$ cat src/hw/rtl/rrcf_pkg.sv
// Shared constants, types and coefficient table for the ADC conditioning RRC FIR.
`timescale 1ns / 1ps

package rrcf_pkg;

    localparam int TAPS    = 42;
    localparam int HIST_D  = TAPS - 1;
    localparam int HIST_AW = (HIST_D > 1) ? $clog2(HIST_D) : 1;
    localparam int TAP_W   = $clog2(TAPS);

    localparam int SAMPLE_W = 12;
    localparam int DATA_W   = 16;
    localparam int CFG_W    = 16;
    localparam int CFG_IW   = 2;
    localparam int ACC_W    = 32;
    localparam int OPA_W    = 17;
    localparam int PROD_W   = OPA_W + DATA_W;

    localparam logic [CFG_IW-1:0] CFG_BIAS    = 2'd0;
    localparam logic [CFG_IW-1:0] CFG_RX_GAIN = 2'd1;
    localparam logic [CFG_IW-1:0] CFG_OVF_DET = 2'd2;

    localparam logic [SAMPLE_W-1:0]      BIAS_RST    = 12'd2048;
    localparam logic signed [DATA_W-1:0] RX_GAIN_RST = 16'sd16384;
    localparam logic [SAMPLE_W-1:0]      RAIL_HI     = 12'd4095;
    localparam logic [SAMPLE_W-1:0]      RAIL_LO     = 12'd0;

    typedef struct packed {
        logic en;
        logic clr;
    } t_mac_ctl;

    // RRC taps, alpha 0.2, 5 samples per symbol; beyond the table the taps are zero
    function automatic logic signed [DATA_W-1:0] coef(input int unsigned k);
        logic signed [DATA_W-1:0] c;
        case (k)
            0:       c = 16'sd401;
            1:       c = 16'sd104;
            2:       c = -16'sd340;
            3:       c = -16'sd731;
            4:       c = -16'sd847;
            5:       c = -16'sd553;
            6:       c = 16'sd112;
            7:       c = 16'sd909;
            8:       c = 16'sd1472;
            9:       c = 16'sd1450;
            10:      c = 16'sd683;
            11:      c = -16'sd675;
            12:      c = -16'sd2144;
            13:      c = -16'sd3040;
            14:      c = -16'sd2706;
            15:      c = -16'sd770;
            16:      c = 16'sd2667;
            17:      c = 16'sd6995;
            18:      c = 16'sd11237;
            19:      c = 16'sd14331;
            20:      c = 16'sd15464;
            21:      c = 16'sd14331;
            22:      c = 16'sd11237;
            23:      c = 16'sd6995;
            24:      c = 16'sd2667;
            25:      c = -16'sd770;
            26:      c = -16'sd2706;
            27:      c = -16'sd3040;
            28:      c = -16'sd2144;
            29:      c = -16'sd675;
            30:      c = 16'sd683;
            31:      c = 16'sd1450;
            32:      c = 16'sd1472;
            33:      c = 16'sd909;
            34:      c = 16'sd112;
            35:      c = -16'sd553;
            36:      c = -16'sd847;
            37:      c = -16'sd731;
            38:      c = -16'sd340;
            39:      c = 16'sd104;
            40:      c = 16'sd401;
            default: c = 16'sd0;
        endcase
        return c;
    endfunction

    // saturate an 18-bit signed value to 16 bits
    function automatic logic signed [DATA_W-1:0] sat16(input logic signed [17:0] v);
        logic signed [DATA_W-1:0] r;
        if (v > 18'sd32767) begin
            r = 16'sd32767;
        end else if (v < -18'sd32768) begin
            r = -16'sd32768;
        end else begin
            r = v[DATA_W-1:0];
        end
        return r;
    endfunction

endpackage

$ cat src/hw/rtl/rrcf_mac.sv
// Shared multiply-accumulate unit: registered product, then 32-bit wrapping accumulator.
`timescale 1ns / 1ps

module rrcf_mac import rrcf_pkg::*; (
    input  logic                     i_clk,
    input  logic                     i_rst_n,
    input  t_mac_ctl                 i_ctl,
    input  logic signed [OPA_W-1:0]  i_a,
    input  logic signed [DATA_W-1:0] i_b,
    output logic signed [PROD_W-1:0] o_prod,
    output logic [ACC_W-1:0]         o_acc
);

    logic                     r_pv;
    logic                     r_clr;
    logic signed [PROD_W-1:0] r_prod;
    logic [ACC_W-1:0]         r_acc;
    logic signed [PROD_W-1:0] mult;

    assign mult = i_a * i_b;

    always_ff @(posedge i_clk) begin
        if (!i_rst_n) begin
            r_pv  <= 1'b0;
            r_clr <= 1'b0;
        end else begin
            r_pv  <= i_ctl.en;
            r_clr <= i_ctl.clr;
        end
    end

    always_ff @(posedge i_clk) begin
        if (i_ctl.en) begin
            r_prod <= mult;
        end
        if (r_pv) begin
            r_acc <= (r_clr ? '0 : r_acc) + r_prod[ACC_W-1:0];
        end
    end

    assign o_prod = r_prod;
    assign o_acc  = r_acc;

endmodule

$ cat src/hw/rtl/rrcf_hist.sv
// Sample history memory with per-entry valid bits; unwritten entries read as zero.
`timescale 1ns / 1ps

module rrcf_hist import rrcf_pkg::*; (
    input  logic                     i_clk,
    input  logic                     i_rst_n,
    input  logic                     i_rd_en,
    input  logic [HIST_AW-1:0]       i_rd_addr,
    output logic signed [DATA_W-1:0] o_rd_data,
    input  logic                     i_wr_en,
    input  logic [HIST_AW-1:0]       i_wr_addr,
    input  logic signed [DATA_W-1:0] i_wr_data
);

    logic signed [DATA_W-1:0] r_mem [HIST_D];
    logic [HIST_D-1:0]        r_vld;
    logic signed [DATA_W-1:0] r_rd_data;

    always_ff @(posedge i_clk) begin
        if (!i_rst_n) begin
            r_vld <= '0;
        end else if (i_wr_en) begin
            r_vld[i_wr_addr] <= 1'b1;
        end
    end

    always_ff @(posedge i_clk) begin
        if (i_wr_en) begin
            r_mem[i_wr_addr] <= i_wr_data;
        end
        if (i_rd_en) begin
            r_rd_data <= r_vld[i_rd_addr] ? r_mem[i_rd_addr] : '0;
        end
    end

    assign o_rd_data = r_rd_data;

endmodule

$ cat src/hw/rtl/adc_condition_rrc_fir.sv
// ADC conditioning (offset, gain, rail detect) and RRC FIR on one shared MAC.
// Flow: the input transfer is followed by S_GAIN, S_GWAIT, S_TAPS (one MAC step
// per tap), S_DR1 and S_DR2, which waits until the output register is free; o_valid
// then rises. o_stall is high outside S_IDLE, so no new sample is taken meanwhile.
// Reset (synchronous, active low) zeroes the sample history, restores the
// register defaults and empties the output register.
`timescale 1ns / 1ps

module adc_condition_rrc_fir import rrcf_pkg::*; (
    input  logic                     i_clk,
    input  logic                     i_rst_n,
    input  logic                     i_cfg_we,
    input  logic [CFG_IW-1:0]        i_cfg_idx,
    input  logic [CFG_W-1:0]         i_cfg_data,
    input  logic                     i_valid,
    output logic                     o_stall,
    input  logic [SAMPLE_W-1:0]      i_adc_sample,
    output logic                     o_valid,
    input  logic                     i_stall,
    output logic signed [DATA_W-1:0] o_filtered,
    output logic                     o_adc_overflow
);

    typedef enum logic [2:0] {
        S_IDLE,
        S_GAIN,
        S_GWAIT,
        S_TAPS,
        S_DR1,
        S_DR2
    } t_state;

    t_state                    r_state;
    logic [SAMPLE_W-1:0]       r_bias;
    logic signed [DATA_W-1:0]  r_rx_gain;
    logic                      r_ovf_det;
    logic signed [SAMPLE_W:0]  r_centered;
    logic                      r_ovf;
    logic signed [DATA_W-1:0]  r_x;
    logic [TAP_W-1:0]          r_k;
    logic [HIST_AW-1:0]        r_wp;
    logic [HIST_AW-1:0]        r_ra;
    logic                      r_o_valid;
    logic signed [DATA_W-1:0]  r_o_filtered;
    logic                      r_o_ovf;

    t_mac_ctl                  mac_ctl;
    logic signed [OPA_W-1:0]   mac_a;
    logic signed [DATA_W-1:0]  mac_b;
    logic signed [PROD_W-1:0]  mac_prod;
    logic [ACC_W-1:0]          mac_acc;
    logic signed [DATA_W-1:0]  hist_rd;
    logic signed [DATA_W-1:0]  tap_coef;
    logic                      last_tap;
    logic                      in_xfer;
    logic                      out_free;

    assign o_stall  = (r_state != S_IDLE);
    assign in_xfer  = i_valid && !o_stall;
    assign out_free = !r_o_valid || !i_stall;
    assign last_tap = (r_k == TAP_W'(TAPS - 1));
    assign tap_coef = coef(int'(r_k));

    always_comb begin
        mac_ctl.en  = (r_state == S_GAIN) || (r_state == S_TAPS);
        mac_ctl.clr = (r_state == S_TAPS) && (r_k == '0);
        if (r_state == S_TAPS) begin
            mac_a = {tap_coef[DATA_W-1], tap_coef};
            mac_b = (r_k == '0) ? r_x : hist_rd;
        end else begin
            mac_a = {{(OPA_W-SAMPLE_W-1){r_centered[SAMPLE_W]}}, r_centered};
            mac_b = r_rx_gain;
        end
    end

    rrcf_mac u_mac (
        .i_clk   (i_clk),
        .i_rst_n (i_rst_n),
        .i_ctl   (mac_ctl),
        .i_a     (mac_a),
        .i_b     (mac_b),
        .o_prod  (mac_prod),
        .o_acc   (mac_acc)
    );

    // tap k reads x[n-k], its read issued in the previous tap; new sample written after the last read
    rrcf_hist u_hist (
        .i_clk     (i_clk),
        .i_rst_n   (i_rst_n),
        .i_rd_en   ((r_state == S_TAPS) && !last_tap),
        .i_rd_addr (r_ra),
        .o_rd_data (hist_rd),
        .i_wr_en   (r_state == S_DR1),
        .i_wr_addr (r_wp),
        .i_wr_data (r_x)
    );

    always_ff @(posedge i_clk) begin
        if (!i_rst_n) begin
            r_bias    <= BIAS_RST;
            r_rx_gain <= RX_GAIN_RST;
            r_ovf_det <= 1'b0;
        end else if (i_cfg_we) begin
            case (i_cfg_idx)
                CFG_BIAS:    r_bias    <= i_cfg_data[SAMPLE_W-1:0];
                CFG_RX_GAIN: r_rx_gain <= i_cfg_data;
                CFG_OVF_DET: r_ovf_det <= i_cfg_data[0];
                default:     ;
            endcase
        end
    end

    always_ff @(posedge i_clk) begin
        if (!i_rst_n) begin
            r_state   <= S_IDLE;
            r_wp      <= '0;
            r_k       <= '0;
            r_o_valid <= 1'b0;
        end else begin
            // in S_DR2 the output register is reloaded instead
            if (r_o_valid && !i_stall && (r_state != S_DR2)) begin
                r_o_valid <= 1'b0;
            end
            case (r_state)
                S_IDLE: begin
                    if (in_xfer) begin
                        r_centered <= $signed({1'b0, i_adc_sample})
                                    - $signed({1'b0, r_bias});
                        r_ovf      <= r_ovf_det &&
                                      ((i_adc_sample == RAIL_LO) || (i_adc_sample == RAIL_HI));
                        r_state    <= S_GAIN;
                    end
                end
                S_GAIN: begin
                    r_state <= S_GWAIT;
                end
                S_GWAIT: begin
                    // floor shift by 15 is the top bits of the product
                    r_x     <= sat16(mac_prod[PROD_W-1:15]);
                    r_ra    <= (r_wp == '0) ? HIST_AW'(HIST_D - 1) : r_wp - 1'b1;
                    r_k     <= '0;
                    r_state <= S_TAPS;
                end
                S_TAPS: begin
                    r_ra <= (r_ra == '0) ? HIST_AW'(HIST_D - 1) : r_ra - 1'b1;
                    r_k  <= r_k + 1'b1;
                    if (last_tap) begin
                        r_state <= S_DR1;
                    end
                end
                S_DR1: begin
                    r_wp    <= (r_wp == HIST_AW'(HIST_D - 1)) ? '0 : r_wp + 1'b1;
                    r_state <= S_DR2;
                end
                S_DR2: begin
                    if (out_free) begin
                        r_o_valid    <= 1'b1;
                        r_o_filtered <= sat16({mac_acc[ACC_W-1], mac_acc[ACC_W-1:15]});
                        r_o_ovf      <= r_ovf;
                        r_state      <= S_IDLE;
                    end
                end
                default: begin
                    r_state <= S_IDLE;
                end
            endcase
        end
    end

    assign o_valid        = r_o_valid;
    assign o_filtered     = r_o_filtered;
    assign o_adc_overflow = r_o_ovf;

endmodule
$ cat config.mk
export PLATFORM = sky130hd
export DESIGN_NAME = adc_condition_rrc_fir
export DESIGN_NICKNAME = d
export VERILOG_FILES = /design/src/hw/rtl/rrcf_pkg.sv /design/src/hw/rtl/rrcf_mac.sv /design/src/hw/rtl/rrcf_hist.sv /design/src/hw/rtl/adc_condition_rrc_fir.sv
export SDC_FILE = /design/constraint.sdc
export NUM_CORES = 2
export LEC_CHECK = 0
export BUFFER_PORTS_ARGS = -buffer_cell sky130_fd_sc_hd__buf_2
export CAP_MARGIN = 20
export CORE_MARGIN = 8
export CORE_UTILIZATION = 60
export CTS_BUF_LIST = sky130_fd_sc_hd__clkbuf_4 sky130_fd_sc_hd__clkbuf_8 sky130_fd_sc_hd__clkbuf_16
export CTS_CLUSTER_SIZE = 20
export DETAILED_ROUTE_END_ITERATION = 16
export HOLD_SLACK_MARGIN = 0.08
export PLACE_DENSITY = 0.76
export SLEW_MARGIN = 10
export SYNTH_ARGS = -nofsm -noshare
export SYNTH_HDL_FRONTEND = slang
export SYNTH_SLANG_ARGS = --single-unit
$ cat constraint.sdc
create_clock -name i_clk -period 14.2 [get_ports i_clk]
set_input_delay 2.84 -clock i_clk [delete_from_list [all_inputs] [get_ports i_clk]]
set_output_delay 2.84 -clock i_clk [all_outputs]
set_load 0.01 [all_outputs]
==> impl_metrics.toml <==
[status]
status = "finished, final reports clean"

[global_route]
grt_pass1_wl_mm = 181
grt_remaining_overflow = 0
grt_usage_pct = 26.8
grt_pass1_vias = 30121
antenna_found_initial = 3
grt_start_max_net_pins = 120

[timing]
rsz0062_at_grt = "no"
setup_violations = 0
fin_crit_ps = 8960
finalCritPeriodShare_pct = 63.1
worstMarginPinSlew_ps = 1090
maxSlewHeadroom_pct = 25.5
fin_tns_setup_ps = 0
drv_slew = 0
hold_viol = 0
hold_ws_ps = 423
finClkSkew_ps = 45.2
fmax_mhz = 112

[final_layout]
nets = 4074
areaGrowthSynthToFinish_pct = 9.91
mostFrequentLayoutCell = "edfxtp_1"
diodes = 0
final_util_pct = 66.4
final_cell_mix = "790 x edfxtp_1, 386 x nand2_1, 366 x nor2_1"
drive_gt1_share_pct = 14.6
nFillCells = 5468

[detailed_routing]
wirelength_mm = 119
wl_per_cell_um = 25.1
dr_total_vias = 29683
first_iter_violations = 3252
drc = 0
viasPerCell = 6.24
drtAntennaViolNets = 0
dr.pass1.iters = 6

[critical_path]
start_kind = "flop"
crit_family = "adder cells"
critPathMaxFanout = 35
end_kind = "flop"
cp_slowest_cell = "nor2b_4"
cp_data_arrival_time_ps = 9320
required_ps = 14560
criticalPathCategory = "flop to flop"
max_stage_delay_ps = 880
crit_buf_inv = 5
path_common_cell = "fa_1"

[pwr]
power_frac_clock_pct = 24.0
intPower_w = 0.00638
swShare_pct = 36.3
p_seq_share_pct = 33.7
p_switching_w = 0.00364
combPwrFrac_pct = 42.3
power_density_nw_per_um2 = 192
p_leak_nw = 19.9
vdd_ir_drop_max_mv = 0.220

[clock_tree]
htreeDepth = 3
cts_tree = "yes"
postCtsSetupBuffers = 0
cts_hold_buf = 0
clock_latency_ps = 640
ctsResizeCount = 0
clk_path_buf_depth = 3
cts_root_buf = "clkbuf_16"
clkTransAtPathRegs_ps = 60
cts_buffers = 88
clock-sinks = 893

[die]
die_h_um = 297
die_x_um = 297
initial_utilization_pct = 60.4
ioPinCount = 54
coreArea_um2 = 78600
die_area_um2 = 88400
rows = 103

[synthesis]
syn-instance-count = 3558
ys_warn_count = 0
ys.flop_type = "edfxtp_1"
ys_types = 74
synth_nets = 3994
avgSynthCellArea_um2 = 13.3
async_reset_ff_share_pct = 0
yosysSeqAreaShare_pct = 54.3
syn-cell-area_um2 = 47500
ys_ff_latch = 893
synth_edf_count = 790

[place]
gp_congestion = 0.977
portBuffers = 53
dp_hpwl_mm = 75.0

[min_path]
min_path_type = "flop to flop"

[run]
drv_cap = 0
-- power by group through the flow --
stage,combinational [W],clock (W),sequential [W]
floorplan,0.00318,0,0.00339
global placement,0.00411,0,0.00343
detailed placement,0.00419,0,0.00344
CTS,0.00425,0.00243,0.00338
global route,0.00474,0.00252,0.00340
finish,0.00424,0.00240,0.00338
-- per-stage QoR --
stage	power (W)	std cells	setup slack, ps	cell area, µm²
6_report	0.0100	4759	5240	52200
5_1_grt	0.0107	4759	4660	52200
4_1_cts	0.0101	4756	5260	52100
3_5_place_dp	0.00763	4595	5410	49100
3_3_place_gp	0.00754	4592	5520	49100
2_1_floorplan	0.00658	3558	5360	47500
-- synth_stat cells, types with 51 or more instances --
cell,count,area [µm²]
a21oi_1,123,616
clkbuf_1,108,405
dfxtp_1,103,2060
edfxtp_1,790,23700
fa_1,259,5180
ha_1,142,1780
inv_1,328,1230
mux2i_1,51,510
mux4_2,191,4300
nand2_1,386,1450
nor2_1,386,1450
nor2b_1,61,382
o21ai_0,86,430
-- cell families after synthesis --
kind of cell	share of synthesized area (%)
XOR/XNOR	1.33
flip-flops	54.3
adder cells (fa/ha/maj)	14.7
AO/OA/AOI/OAI	6.10
buffers and inverters	4.18
AND/OR/NAND/NOR	9.20
multiplexers	10.2
-- state kept, by name (all words and copies together), names as in the netlist, 12 cells and up --
name,flops
u_hist.o_rd_data,16
tap_coef,15
r_bias,12
r_rx_gain,16
r_centered,13
o_filtered,16
u_mac.o_acc,32
u_hist.r_vld,41
u_mac.o_prod,33
u_hist.r_mem,656
r_x,16
-- final timing paths --
check	slack, ps	startpoint	to	depth (start not counted)
max	5240	r_state[0]$_SDFFE_PN0P_	u_mac.o_prod[32]$_DFFE_PP_	25
min	420	r_ovf$_DFFE_PP_	o_adc_overflow$_DFFE_PP_	0
max reg2reg	5240	r_state[0]$_SDFFE_PN0P_	u_mac.o_prod[32]$_DFFE_PP_	25
min reg2reg	420	r_ovf$_DFFE_PP_	o_adc_overflow$_DFFE_PP_	0
-- final cells by class --
| type | count | area (µm²) | area share, % |
|---|---|---|---|
| multi-input combinational | 2172 | 19800 | 37.9 |
| timing repair buffer | 151 | 1050 | 2.02 |
| tap | 1050 | 1310 | 2.52 |
| inverter | 332 | 1250 | 2.39 |
| sequential | 893 | 25800 | 49.4 |
| clock inverter | 39 | 468 | 0.897 |
| clock buffer | 122 | 2540 | 4.86 |
-- metal layers --
metal / global-route usage [%] / share of wire (%)
met1: 34.1 / 37
met2: 44.6 / 49
met3: 4.14 / 8.0
met4: 13.9 / 5.7
met5: 0 / 0.023
Power figures use the tool's default switching activity.
